==> config.mk <==
export PLATFORM = sky130hd
export DESIGN_NAME = knn_back
export DESIGN_NICKNAME = d
export VERILOG_FILES = /design/src/design/knn_pkg.sv /design/src/design/knn_back.sv
export SDC_FILE = /design/constraint.sdc
export NUM_CORES = 2
export LEC_CHECK = 0
export BUFFER_PORTS_ARGS = -buffer_cell sky130_fd_sc_hd__buf_2
export CORE_ASPECT_RATIO = 2
export CORE_MARGIN = 2
export CORE_UTILIZATION = 55
export CTS_CLUSTER_DIAMETER = 200
export CTS_CLUSTER_SIZE = 20
export DETAILED_ROUTE_END_ITERATION = 8
export GPL_TIMING_DRIVEN = 0
export HOLD_SLACK_MARGIN = 0.03
export PLACE_DENSITY = 0.75
export SYNTH_ARGS = -nofsm -noshare
export SYNTH_HDL_FRONTEND = slang
export SYNTH_SLANG_ARGS = --single-unit
==> constraint.sdc <==
create_clock -name clk -period 25.3 [get_ports clk]
set_input_delay 3.795 -clock clk [delete_from_list [all_inputs] [get_ports clk]]
set_output_delay 3.795 -clock clk [all_outputs]
set_load 0.05 [all_outputs]
==> src/design/knn_pkg.sv <==
// Shared types, constants and helpers for the k-nearest-neighbor vote block.
// Used by knn_front, knn_queue, knn_back and knn_top5_vote_classifier.
// No dependencies.
package knn_pkg;

  localparam int NEIGHBOURS = 5;
  localparam int DIM_PAIRS = 7;
  localparam int DIMS = 2 * DIM_PAIRS;
  localparam int GROUPS = (DIMS + 3) / 4;
  localparam int PACK_W = 256;

  localparam int SLOT_W = (NEIGHBOURS > 1) ? $clog2(NEIGHBOURS) : 1;
  localparam int CNT_W = ($clog2(NEIGHBOURS + 1) < 3) ? 3 : $clog2(NEIGHBOURS + 1);

  localparam int QUEUE_DEPTH = 4;
  localparam int QPTR_W = $clog2(QUEUE_DEPTH);
  localparam int QCNT_W = $clog2(QUEUE_DEPTH + 1);

  localparam int APPROVE_LIMIT = 3;
  localparam int FRAUD_MAX = 7;

  localparam logic [63:0] KEY_ALL_ONES = 64'hFFFF_FFFF_FFFF_FFFF;

  // configuration register indexes
  localparam logic [1:0] REG_QUERY_0_3 = 2'd0;
  localparam logic [1:0] REG_QUERY_4_7 = 2'd1;
  localparam logic [1:0] REG_QUERY_8_11 = 2'd2;
  localparam logic [1:0] REG_QUERY_12_13 = 2'd3;

  typedef struct packed {
    logic [63:0] key;
    logic        first;
    logic        last;
  } key_item_t;

  // 16-bit lane d of a packed set of dimensions, dim 0 in the low bits
  function automatic logic [15:0] lane(input logic [PACK_W-1:0] w, input int d);
    lane = w[d*16 +: 16];
  endfunction

endpackage

==> src/design/knn_back.sv <==
// Back end: keeps the smallest keys of the current query and registers the vote.
// Depends on knn_pkg.
module knn_back (
  input  logic               clk,
  input  logic               rst,
  input  logic               in_valid,
  output logic               in_ready,
  input  knn_pkg::key_item_t in_item,
  output logic               out_valid,
  input  logic               out_ready,
  output logic [2:0]         fraud_tally,
  output logic               approved,
  output logic [31:0]        kth_distance
);

  logic [63:0] keys [knn_pkg::NEIGHBOURS];
  logic [63:0] worst_key;
  logic [knn_pkg::SLOT_W-1:0] worst_slot;

  logic [63:0] keys_next [knn_pkg::NEIGHBOURS];
  logic [63:0] worst_key_next;
  logic [knn_pkg::SLOT_W-1:0] worst_slot_next;
  logic [63:0] base_wk;
  logic [knn_pkg::SLOT_W-1:0] base_ws;
  logic take;
  logic pop;
  logic [knn_pkg::CNT_W-1:0] cnt;
  logic [knn_pkg::NEIGHBOURS-1:0] occupied;

  // a last item needs the result register free
  assign in_ready = !in_item.last || !out_valid || out_ready;
  assign pop = in_valid && in_ready;

  always_comb begin
    base_wk = in_item.first ? knn_pkg::KEY_ALL_ONES : worst_key;
    base_ws = in_item.first ? '0 : worst_slot;
    take = (in_item.key < base_wk);
    for (int j = 0; j < knn_pkg::NEIGHBOURS; j++) begin
      keys_next[j] = in_item.first ? knn_pkg::KEY_ALL_ONES : keys[j];
      if (take && (knn_pkg::SLOT_W'(j) == base_ws)) keys_next[j] = in_item.key;
    end
    // first slot holding the largest key wins
    worst_key_next = keys_next[0];
    worst_slot_next = '0;
    for (int j = 1; j < knn_pkg::NEIGHBOURS; j++) begin
      if (keys_next[j] > worst_key_next) begin
        worst_key_next = keys_next[j];
        worst_slot_next = knn_pkg::SLOT_W'(j);
      end
    end
    cnt = '0;
    for (int j = 0; j < knn_pkg::NEIGHBOURS; j++) begin
      cnt = cnt + knn_pkg::CNT_W'(keys_next[j][0]);
    end
  end

  always_comb begin
    for (int j = 0; j < knn_pkg::NEIGHBOURS; j++) begin
      occupied[j] = (keys[j] != knn_pkg::KEY_ALL_ONES);
    end
  end

  always_ff @(posedge clk) begin
    if (rst) begin
      for (int j = 0; j < knn_pkg::NEIGHBOURS; j++) begin
        keys[j] <= knn_pkg::KEY_ALL_ONES;
      end
      worst_key <= knn_pkg::KEY_ALL_ONES;
      worst_slot <= '0;
    end else if (pop) begin
      for (int j = 0; j < knn_pkg::NEIGHBOURS; j++) begin
        keys[j] <= keys_next[j];
      end
      worst_key <= worst_key_next;
      worst_slot <= worst_slot_next;
    end
  end

  always_ff @(posedge clk) begin
    if (rst) begin
      out_valid <= 1'b0;
    end else if (pop && in_item.last) begin
      out_valid <= 1'b1;
    end else if (out_ready) begin
      out_valid <= 1'b0;
    end
  end

  always_ff @(posedge clk) begin
    if (pop && in_item.last) begin
      fraud_tally <= (cnt > knn_pkg::CNT_W'(knn_pkg::FRAUD_MAX)) ?
                     3'(knn_pkg::FRAUD_MAX) : 3'(cnt);
      approved <= (cnt < knn_pkg::CNT_W'(knn_pkg::APPROVE_LIMIT));
      kth_distance <= worst_key_next[63:32];
    end
  end

  a_worst_tracks_slot: assert property (@(posedge clk) disable iff (rst)
    worst_key == keys[worst_slot])
    else $error("worst key does not match its slot");

  a_vote_consistent: assert property (@(posedge clk) disable iff (rst)
    out_valid |-> (approved == (fraud_tally < 3'(knn_pkg::APPROVE_LIMIT))))
    else $error("approval disagrees with fraud tally");

  a_clear_on_first: assert property (@(posedge clk) disable iff (rst)
    (pop && in_item.first) |=> ($countones(occupied) <= 1))
    else $error("kept keys not emptied at start of query");

endmodule
==> results.md <==
- Post-CTS Hold Fix Bufs: 0
- Nets: ~4,300
- Reg clk slew, reported paths: 100 ps
- Overflow after GRT: 0
- Root buffer cell: clkbuf_16
- Synth warn: 0
- CP peak stage delay: 680 ps
- CP required: 25,840 ps
- Cts bufs inserted: 25
- Setup TNS Final: 0 ps
- Initial antenna violation count: 6
- Most frequent CP cell: a21o_1
- Syn_area_per_cell: 8.39 µm²
- Filler cells: 5,548
- Met3 Use GR: 15.0%
- CTS sink cnt: approximately 420
- F_max: 39.6 MHz
- Arr. time, crit path: roughly 26,000 ps
- Critical path class: in2reg
- Pin count of the biggest net entering global routing: 132
- Mapped cell area: 32,000 µm²
- GRT met2 Usage: 77.4%
- Num rows: 125
- Synth cell types: 74
- CP max-delay cell: or4_4
- Met1 usage: between 40% and 50%
- Slew Viols, Final: 4
- Top cell type's share of synthesized area: about a third
- Cell area after placement: 33,600 µm²
- Worst rel slew slack: -0.197%
- Post-layout util: between 50% and 60%
- Gr usage total: between 40% and 50%
- Max cap viols: 1
- Area growth syn-to-layout: 7.87%
- Slew @ Worst Pin: 1500 ps
- Core box area: between 50,000 and 60,000 µm²
- Iter 0 DRT Violations: around 4,400
- Most frequent cell after synthesis: nor2_1
- Final min period: 25,240 ps
- Commonest cells in the netlist: nor2_1, nand2_1, edfxtp_1
- Share of layout cells above drive strength 1: 8.03%
- Remaining antenna violation count after routing: 0
- Fin worst setup slack: 56.7 ps
- Post-Syn Nets: 4,204
- Number of global-route vias before repair: 31,400
- Port bufs: 107
- Vias: 32,500
- Failing checks: capacitance limit, slew limit
- Final Cell Area: between 30,000 and 40,000 µm²
- Post-synthesis sequential area ratio: 37.7%
- Die Area: approximately 60,000 µm²
- DRC Markers: 0
- Critical path peak fanout: 19
- Clock skew: 51.0 ps
- Post-synth ARST share: 0%
- Most area-consuming cells after synthesis: edfxtp_1, ha_1, nor2_1, nand2_1, o21ai_0
- Vias per cell: 6.86
- Clock Latency Late Sink: 690 ps
- IO Count: 108
- Per-cell routed wire length: 31.1 µm
- GPL Wtd Cong: 1.13
- Hold Vio Cnt, Final: 0
- Die W: 175 µm
- EDFF count, synth: 356
- FF+latch count, synth: 424
- Final Cycle Share: 99.8%
- First-pass GRT wire length: 212 mm
- Count of final setup violators: 0
- Worst setup EP type: flip-flop
- Clock buffer depth: 3
- Setup WS pre-CTS: -4420 ps
- Outcome: finished with violations
- Routed WL: 147 mm
- TritonCTS clock tree: yes
- Syn Inst Count: 3,814
- Most used DFF post-synth: edfxtp_1
- Height of the die: between 300 and 400 µm
- DP Wirelength: 110 mm
- First-pass DRT Iterations: 7
- Startpoint types: input pin
- GRT busiest layer: met2
- Worst Hold Class: reg2reg
- Effective utilization at floorplan: 55.3%
- CTS H-tree lvls: 1
- Synth area leader: edfxtp_1
-- registers in the layout, indices dropped and copies added (netlist names) --
name	cells
approved	1
fraud_tally	3
keys	320
kth_distance	32
out_valid	1
worst_key	64
worst_slot	3
-- stage by stage --
step                      instances  hold slack (ps)
final                          4736              495
after global routing           4733              514
after CTS                      4730              488
after detailed placement       4687              469
after global placement         4683              457
after floorplan                3814              440
-- kinds of logic (layout without fill, tap and decap cells) --
logic type | count (synthesis) | count (layout) | share of synthesized area (%)
DFF | 424 | 424 | 37.7
buffers and inverters | 434 | 591 | 5.71
other | 0 | 3 | 0
AOI/OAI and AO/OA | 1126 | 1126 | 22.7
and+or+nand+nor | 1479 | 1479 | 20.3
adders and majority gates | 321 | 321 | 12.6
muxes | 30 | 30 | 1.02
-- final timing paths --
path	start	slack (ps)	cells after the start	end
hold reg to reg	worst_key[6]	490	2	worst_key[6]
setup reg to reg	worst_key[54]	5130	69	worst_key[17]
hold / removal	worst_key[6]	490	2	worst_key[6]
setup / recovery	in_item[1]	60	75	worst_key[17]
-- final cells by class --
cell class / count / area (µm²) / area share [%]
multi-input combinational: 2956 / 18300 / 52.9
sequential: 424 / 12100 / 34.9
buffer: 274 / 1280 / 3.70
tap: 762 / 953 / 2.76
clock buffer: 43 / 693 / 2.01
timing repair buffer: 115 / 643 / 1.86
inverter: 157 / 597 / 1.73
clock inverter: 2 / 25.0 / 0.0725
antenna: 3 / 7.51 / 0.0217
-- timing repair --
action / CTS / global route
buffers inserted: 0 / 2
setup endpoints to repair: 99 / 99
gates resized for setup: 35 / 51
pin swaps: 0 / 1
-- metal layers --
layer / share of wire [%] / wire, µm / vias up
met5: 0.025 / 37 / -
met4: 15 / 22100 / 6
met3: 9.7 / 14300 / 1052
met2: 45 / 66900 / 2307
met1: 30 / 44000 / 15100
li1: - / - / 14000
-- cell usage in the layout, fill, tap and decap left out, types with 8 or more instances in the layout --
master and n:
o211a_1 14, o211ai_1 28, o211ai_2 28, nor2b_1 14
edfxtp_1 356, o311ai_0 17, clkbuf_1 196, mux2_2 20
clkbuf_2 19, a221oi_1 15, o21ai_1 16, a31oi_1 44
buf_4 18, mux2i_1 10, dfxtp_1 68, inv_1 156
o21ai_0 295, nand2_1 460, nand4_1 98, a21oi_2 11
o21a_1 44, ha_1 318, o311ai_1 22, a21o_1 156
nand2b_1 122, buf_2 144, nor3_1 18, a211oi_1 55
nand3_1 62, a21boi_0 8, buf_1 12, a22o_1 31
clkbuf_16 25, or3_1 25, nor2_1 610, a21oi_1 287
and3_1 28
-- worst max-delay path: cells and delay by family --
kind	cells	cell delay [ps]
adder cells (fa/ha/maj)	5	1590
buffers and inverters	17	6110
AND/OR/NAND/NOR	24	6720
multiplexers	1	280
AO/OA/AOI/OAI	28	7140
Power is left out: the tool's default activity adds up to more than one toggle a clock period on the data nets, which glitch-free logic cannot reach.
