$ cat config.mk
export PLATFORM = sky130hd
export DESIGN_NAME = knn_queue
export DESIGN_NICKNAME = d
export VERILOG_FILES = /design/src/design/knn_pkg.sv /design/src/design/knn_queue.sv
export SDC_FILE = /design/constraint.sdc
export NUM_CORES = 1
export LEC_CHECK = 0
export BUFFER_PORTS_ARGS = -buffer_cell sky130_fd_sc_hd__buf_4
export CAP_MARGIN = 0
export CORE_UTILIZATION = 40
export DETAILED_ROUTE_END_ITERATION = 10
export PLACE_DENSITY_LB_ADDON = 0.3
export SETUP_SLACK_MARGIN = 0.3
export SLEW_MARGIN = 20
export SYNTH_ARGS = -nofsm -noshare
export SYNTH_HDL_FRONTEND = slang
export SYNTH_SLANG_ARGS = --single-unit
$ cat constraint.sdc
create_clock -name clk -period 2.7 [get_ports clk]
set_input_delay 0.135 -clock clk [delete_from_list [all_inputs] [get_ports clk]]
set_output_delay 0.135 -clock clk [all_outputs]
set_load 0.01 [all_outputs]
$ cat src/design/knn_pkg.sv
// Shared types, constants and helpers for the k-nearest-neighbor vote block.
// Used by knn_front, knn_queue, knn_back and knn_top5_vote_classifier.
// No dependencies.
package knn_pkg;

  localparam int NEIGHBOURS = 5;
  localparam int DIM_PAIRS = 7;
  localparam int DIMS = 2 * DIM_PAIRS;
  localparam int GROUPS = (DIMS + 3) / 4;
  localparam int PACK_W = 256;

  localparam int SLOT_W = (NEIGHBOURS > 1) ? $clog2(NEIGHBOURS) : 1;
  localparam int CNT_W = ($clog2(NEIGHBOURS + 1) < 3) ? 3 : $clog2(NEIGHBOURS + 1);

  localparam int QUEUE_DEPTH = 4;
  localparam int QPTR_W = $clog2(QUEUE_DEPTH);
  localparam int QCNT_W = $clog2(QUEUE_DEPTH + 1);

  localparam int APPROVE_LIMIT = 3;
  localparam int FRAUD_MAX = 7;

  localparam logic [63:0] KEY_ALL_ONES = 64'hFFFF_FFFF_FFFF_FFFF;

  // configuration register indexes
  localparam logic [1:0] REG_QUERY_0_3 = 2'd0;
  localparam logic [1:0] REG_QUERY_4_7 = 2'd1;
  localparam logic [1:0] REG_QUERY_8_11 = 2'd2;
  localparam logic [1:0] REG_QUERY_12_13 = 2'd3;

  typedef struct packed {
    logic [63:0] key;
    logic        first;
    logic        last;
  } key_item_t;

  // 16-bit lane d of a packed set of dimensions, dim 0 in the low bits
  function automatic logic [15:0] lane(input logic [PACK_W-1:0] w, input int d);
    lane = w[d*16 +: 16];
  endfunction

endpackage

$ cat src/design/knn_queue.sv
// Short FIFO of keyed items between the distance front end and the top-k back end.
// Depends on knn_pkg for the item type and depth.
module knn_queue (
  input  logic               clk,
  input  logic               rst,
  input  logic               in_valid,
  output logic               in_ready,
  input  knn_pkg::key_item_t in_item,
  output logic               out_valid,
  input  logic               out_ready,
  output knn_pkg::key_item_t out_item
);

  knn_pkg::key_item_t entries [knn_pkg::QUEUE_DEPTH];
  logic [knn_pkg::QPTR_W-1:0] wr_ptr;
  logic [knn_pkg::QPTR_W-1:0] rd_ptr;
  logic [knn_pkg::QCNT_W-1:0] count;
  logic push, pop;

  assign in_ready = (count != knn_pkg::QCNT_W'(knn_pkg::QUEUE_DEPTH));
  assign out_valid = (count != '0);
  assign out_item = entries[rd_ptr];
  assign push = in_valid && in_ready;
  assign pop = out_valid && out_ready;

  always_ff @(posedge clk) begin
    if (rst) begin
      wr_ptr <= '0;
      rd_ptr <= '0;
      count <= '0;
    end else begin
      if (push) wr_ptr <= wr_ptr + 1'b1;
      if (pop) rd_ptr <= rd_ptr + 1'b1;
      if (push && !pop) begin
        count <= count + 1'b1;
      end else if (pop && !push) begin
        count <= count - 1'b1;
      end
    end
  end

  always_ff @(posedge clk) begin
    if (push) entries[wr_ptr] <= in_item;
  end

endmodule

==> results.tsv, run 1 <==
metric	value	unit
routed len/inst	18.81	um
CP Max Fanout	7	
CTS Root Cell	clkbuf_16	
DR pass1 iterations	4	
start point of the critical path	count[0]	
Post-Syn Nets	468	
synthesized area	0.009983	sq mm
# fillers	1915	
Detailed Route WL	18150	um
register area share after synthesis	81.21	%
Final period util	84.06	%
H-tree depth	1	
Antenna Cells	0	
CP Launch Type	flip-flop	
fmax	440.6	MHz
Synth-to-Final Area Change	30.92	%
critical path type	reg -> reg	
GP Congestion	0.7140	
Slew Limit Fails	0	
Max Cap Viol	0	
Critical Path Sink	count[2]	
unrepaired setup endpoints after global routing	no	
DRC errors left	0	
Die W	160.0	um
critical path arrival	2710	ps
Final Setup Violations	0	
Reg2Reg Setup Slack	430	ps
flip-flop and latch area	0.008115	sq mm
die area	0.02559	sq mm
CTS buffer count	28	
Sink Count	273	
commonest non-fill, non-tap cell in the layout	edfxtp_1	
Leak Pwr	4.444	nW
Die Height	160.0	um
Final Hold Viols	0	
Boundary Pins	138	
Rows	57	
worst reg2reg startpoint	count[0]	
layout cells sized above 1	40.87	%
multi-input logic area	0.001774	sq mm
GRT Total Usage	14.57	%
Hold Crit Class	in -> reg	
initial antenna violation count	0	
DRT antenna net count	0	
worst-margin pin slew	506.6	ps
vias in the first global route	5271	
relative slew slack	66.23	%
Overflow after GRT	0	
area of the core	0.02439	sq mm
Yosys cell types	23	
number of I/O port buffers	137	
Initial Utilization	40.93	%
Cells after Synth	392	
post-route setup TNS	0	ps
CTS tree	yes	
P per Cell Area	915.7	mW/mm^2
pin count of the biggest net entering global routing	67	
DR iter-0 viols	265	
first-pass GRT wire length	28690	um
fin crit period	2270	ps
Yosys Warn Count	0	
run status	finished clean	
clk buf depth	3	
crit path capture type	flip-flop	
vias per std cell	4.944	
dpl hpwl	10240	um
Finished Core Util	53.59	%
Avg Cell Area, Syn	25.47	sq um
via count	4771	
Worst VDD drop	578.0	uV
Worst EP required	3140	ps
worst r2r path cells	8	
CTS clk-pin slew, worst paths	60	ps
post-synthesis register bit count	273	
reg2reg end	count[2]	
clk_skew	8.452	ps
Clk Latency, worst-skew pair	520	ps
nets@finish	695	
commonest cells after routing, fill and taps aside	edfxtp_1 (264), buf_4 (137), dlygate4sd3_1 (67)	
-- stage by stage --
stage	setup WS, ps	cells	total power [mW]	instance area (sq um)	hold WS (ps)
after detailed placement	389.4	846	8.388	11490	337.7
final	430.3	965	11.97	13070	61.34
after global placement	527.6	846	8.313	11490	333.9
after floorplan	628.1	392	7.075	9988	233.9
after CTS	362.1	965	12.16	13060	32.74
after global routing	323.3	965	12.52	13070	72.86
-- Yosys cell counts (all sizes together) --
cell type | n | area share, %
edfxtp | 264 | 79
mux4 | 66 | 15
buf | 12 | 0.96
dfxtp | 9 | 1.8
nor2 | 8 | 0.30
ha | 5 | 0.63
and2 | 4 | 0.25
xor2 | 4 | 0.35
clkbuf | 3 | 0.11
inv | 3 | 0.11
mux2i | 2 | 0.20
nand2b | 2 | 0.13
or3 | 2 | 0.13
a21boi | 1 | 0.11
a21oi | 1 | 0.050
fa | 1 | 0.20
mux2 | 1 | 0.11
nand2 | 1 | 0.038
o21ai | 1 | 0.050
o311ai | 1 | 0.088
o31ai | 1 | 0.075
-- registers in the layout, indices dropped and copies added (netlist names), named ones only --
name,count
rd_ptr,2
wr_ptr,2
count,3
entries,264
-- layer usage --
metal / track usage, % / share of wire [%] / vias to the layer above / routed length, um
met1: 19.63 / 43 / 2480 / 7757
met5: 0 / 0 / - / 0
met4: 3.636 / 1.3 / 0 / 237
met2: 24.25 / 49 / 142 / 8963
met3: 3.091 / 6.6 / 22 / 1196
li1: - / - / 2127 / -
-- kinds of logic (layout without fill, tap and decap cells) --
kind of cell | after synthesis | count (layout) | share of synthesized area, %
adders and majority gates | 6 | 6 | 0.8272
and+or+nand+nor | 17 | 17 | 0.8396
muxes | 69 | 69 | 15.20
buffers and inverters | 18 | 267 | 1.190
xor gates and xnor gates | 4 | 4 | 0.3509
DFF | 273 | 273 | 81.21
AOI/OAI and AO/OA | 5 | 5 | 0.3759
-- repair_timing --
item,CTS,global route
resized for setup,0,1
buffers inserted,0,0
hold endpoints to repair,273,0
hold buffers,67,0
endpoints found under the setup margin,0,1
-- worst min path at each step --
stage | from | endpoint | slack (ps) | cells after the start
2_1_floorplan | in_item[0] | entries[0][0] | 230 | 0
3_3_place_gp | in_item[47] | entries[0][47] | 330 | 1
3_5_place_dp | in_item[41] | entries[0][41] | 340 | 1
4_1_cts | out_ready | flip-flop | 30 | 4
5_1_grt | out_ready | flip-flop | 70 | 4
6_report | out_ready | flip-flop | 60 | 4
-- critical path: stages, from the launching register on --
cell and delay [ps]:
dfxtp_1 450, nor2_1 120, a21boi_4 260, ha_1 250, inv_1 60, fa_1 400, xor2_1 190, or3_1 310
a21oi_1 160
-- final cells by class --
class,instances,area share [%]
clock inverters,9,0.5840
well taps,324,3.102
repair buffers,212,14.23
multi-input cells,101,13.57
flip-flops and latches,273,62.09
inverters,3,0.08616
clock buffers,43,6.337
-- power by group --
part	switching (mW)	internal [mW]	total (mW)
Clock	1.46	2.21	3.67
Sequential	0.193	5.15	5.34
Combinational	1.34	1.62	2.96
Power figures use the tool's default switching activity.
==> run 2, diff against run 1 <==
==> constraint.sdc (replaced) <==
create_clock -name clk -period 2.05 [get_ports clk]
set_input_delay 0.1025 -clock clk [delete_from_list [all_inputs] [get_ports clk]]
set_output_delay 0.1025 -clock clk [all_outputs]
set_load 0.01 [all_outputs]
==> results.tsv, run 2 (same netlist as run 1, synthesis figures left out) <==
metric	value	unit	change
Top cell by count, worst path	buf_12		
CTS clk-pin slew, worst paths	60	ps	about the same
relative slew slack	69.97	%	was 66.23%
initial antenna violation count	0		unchanged
run status	finished clean		unchanged
Worst EP required	1950	ps	was 3140 ps
commonest cells after routing, fill and taps aside	edfxtp_1 (264), buf_4 (130), dlygate4sd3_1 (67)		was edfxtp_1 (264), buf_4 (137), dlygate4sd3_1 (67)
layout cells sized above 1	44.18	%	was 40.87%
die area	0.02559	sq mm	unchanged
Detailed Route WL	18800	um	was 18,150 um
clk_skew	7.406	ps	was 8.452 ps
total power	16.79	mW	was 11.97 mW
CP Max Fanout	14		was 7
crit path capture type	output port		was flip-flop
CP Launch Type	flip-flop		unchanged
critical path arrival	1900	ps	was 2710 ps
Clk Latency, worst-skew pair	530	ps	was 520 ps
part of the power in registers	41.5	%	was 44.6%
worst path cell trace	buf_12 > buf_12 > mux4_2 > buf_4		was nor2_1 > a21boi_4 > ha_1 > inv_1 > fa_1 > xor2_1 > or3_1 > a21oi_1
DR iter-0 viols	262		was 265
GP Congestion	0.6694		was 0.7140
switching power	4.174	mW	was 2.994 mW
placed cells	853		was 846
via count	4807		was 4,771
Antenna Cells	0		unchanged
Placement Cell Area	0.01162	sq mm	was 0.01149 sq mm
vias in the first global route	5244		was 5,271
Initial Utilization	40.93	%	unchanged
commonest non-fill, non-tap cell in the layout	edfxtp_1		unchanged
Reg2Reg Setup Slack	130	ps	was 430 ps
critical path type	reg -> out		was reg -> reg
Max Cap Viol	0		unchanged
pin count of the biggest net entering global routing	45		was 67
nets@finish	715		was 695
# fillers	1855		was 1,915
Gate power share	27.2	%	was 24.7%
fmax	498.6	MHz	
Final WS setup	44.24	ps	was 430.3 ps
unrepaired setup endpoints after global routing	yes		was no
dpl hpwl	10880	um	was 10,240 um
P per Cell Area	1243	mW/mm^2	was 915.7 mW/mm^2
fin crit period	2006	ps	
Final Hold Viols	0		unchanged
number of I/O port buffers	137		unchanged
first-pass GRT wire length	29080	um	was 28,690 um
CTS Root Cell	clkbuf_16		unchanged
worst reg2reg startpoint	count[2]		was count[0]
Finished Core Util	55.38	%	was 53.59%
worst r2r path cells	7		was 8
Critical Path Sink	out_item[45]		was count[2]
reg2reg end	count[2]		unchanged
Finished Layout Cells	985		was 965
multi-input logic area	0.001800	sq mm	was 0.001774 sq mm
Sink Count	273		unchanged
design area	0.01351	sq mm	was 0.01307 sq mm
GRT Total Usage	14.78	%	was 14.57%
DRT antenna net count	0		unchanged
Die Height	160.0	um	unchanged
sw frac	24.86	%	was 25.02%
Synth-to-Final Area Change	35.29	%	was 30.92%
Top Registers	entries (264), count (3)		unchanged
Clk pwr share	31.3	%	was 30.6%
post-route setup TNS	0	ps	unchanged
DR pass1 iterations	4		unchanged
H-tree depth	1		unchanged
Final period util	97.84	%	
Final Setup Violations	0		unchanged
Slew Limit Fails	0		unchanged
Overflow after GRT	0		unchanged
Boundary Pins	138		unchanged
Leak Pwr	4.629	nW	was 4.444 nW
clk buf depth	3		unchanged
CTS buffer count	29		was 28
flip-flop and latch area	0.008127	sq mm	was 0.008115 sq mm
pre-CTS WS	107.2	ps	was 389.4 ps
Die W	160.0	um	unchanged
vias per std cell	4.880		was 4.944
Largest Register	entries		unchanged
Int Pwr	12.62	mW	was 8.974 mW
Critical Path Max Stage Delay	520	ps	was 450 ps
routed len/inst	19.09	um	was 18.81 um
Hold Slack	79.42	ps	was 61.34 ps
CTS tree	yes		unchanged
max reg flops	264		unchanged
area of the core	0.02439	sq mm	unchanged
slowest CP cell	mux4_2		was dfxtp_1
worst-margin pin slew	444.8	ps	was 506.6 ps
DRC errors left	0		unchanged
Worst VDD drop	670.3	uV	was 578.0 uV
Hold Crit Class	in -> reg		unchanged
Rows	57		unchanged
run 2: worst max-delay path, delay by kind of cell (launching register included):
| kind | cells | cell delay (ps) |
|---|---|---|
| buffers and inverters | 3 | 460 |
| flip-flops | 1 | 390 |
| multiplexers | 1 | 520 |
run 2: area by class of cell:
cell class              instances  share of cell area [%]
clock buffers                  34                   5.512
multi-input cells             101                   13.33
well taps                     324                   3.001
clock inverters                19                   1.714
inverters                       3                 0.08337
repair buffers                231                   16.19
flip-flops and latches        273                   60.17
run 2: power groups by stage:
stage	Sequential, mW	Clock [mW]	Combinational [mW]
2_1_floorplan	7.04	0	2.33
3_3_place_gp	7.12	0	3.99
3_5_place_dp	7.16	0	4.02
4_1_cts	6.98	5.39	4.55
5_1_grt	7.02	5.60	4.89
6_report	6.97	5.25	4.57
run 2: per-layer routing:
metal / vias up / global-route usage, % / routed length (um)
met2: 139 / 24.57 / 9109
met1: 2465 / 20.25 / 8403
met3: 31 / 2.623 / 950
met5: - / 0 / 0
li1: 2172 / - / -
met4: 0 / 3.810 / 336
run 2: how the worst min path moves through the flow:
stage / to / startpoint / cells after the start
6_report: rd_ptr[1] / out_ready / 4
5_1_grt: rd_ptr[1] / out_ready / 4
4_1_cts: flip-flop / out_ready / 5
3_5_place_dp: entries[2][51] / in_item[51] / 1
3_3_place_gp: entries[1][51] / in_item[51] / 1
2_1_floorplan: entries[0][0] / in_item[0] / 0
run 2: repair_timing:
action | in CTS | in global routing
pin swaps | 2 | 2
endpoints found under the setup margin | 67 | 67
hold endpoints to repair | 273 | 0
hold buffers | 67 | 0
setup buffers | 8 | 1
resized for setup | 21 | 3
gates cloned | 1 | 2
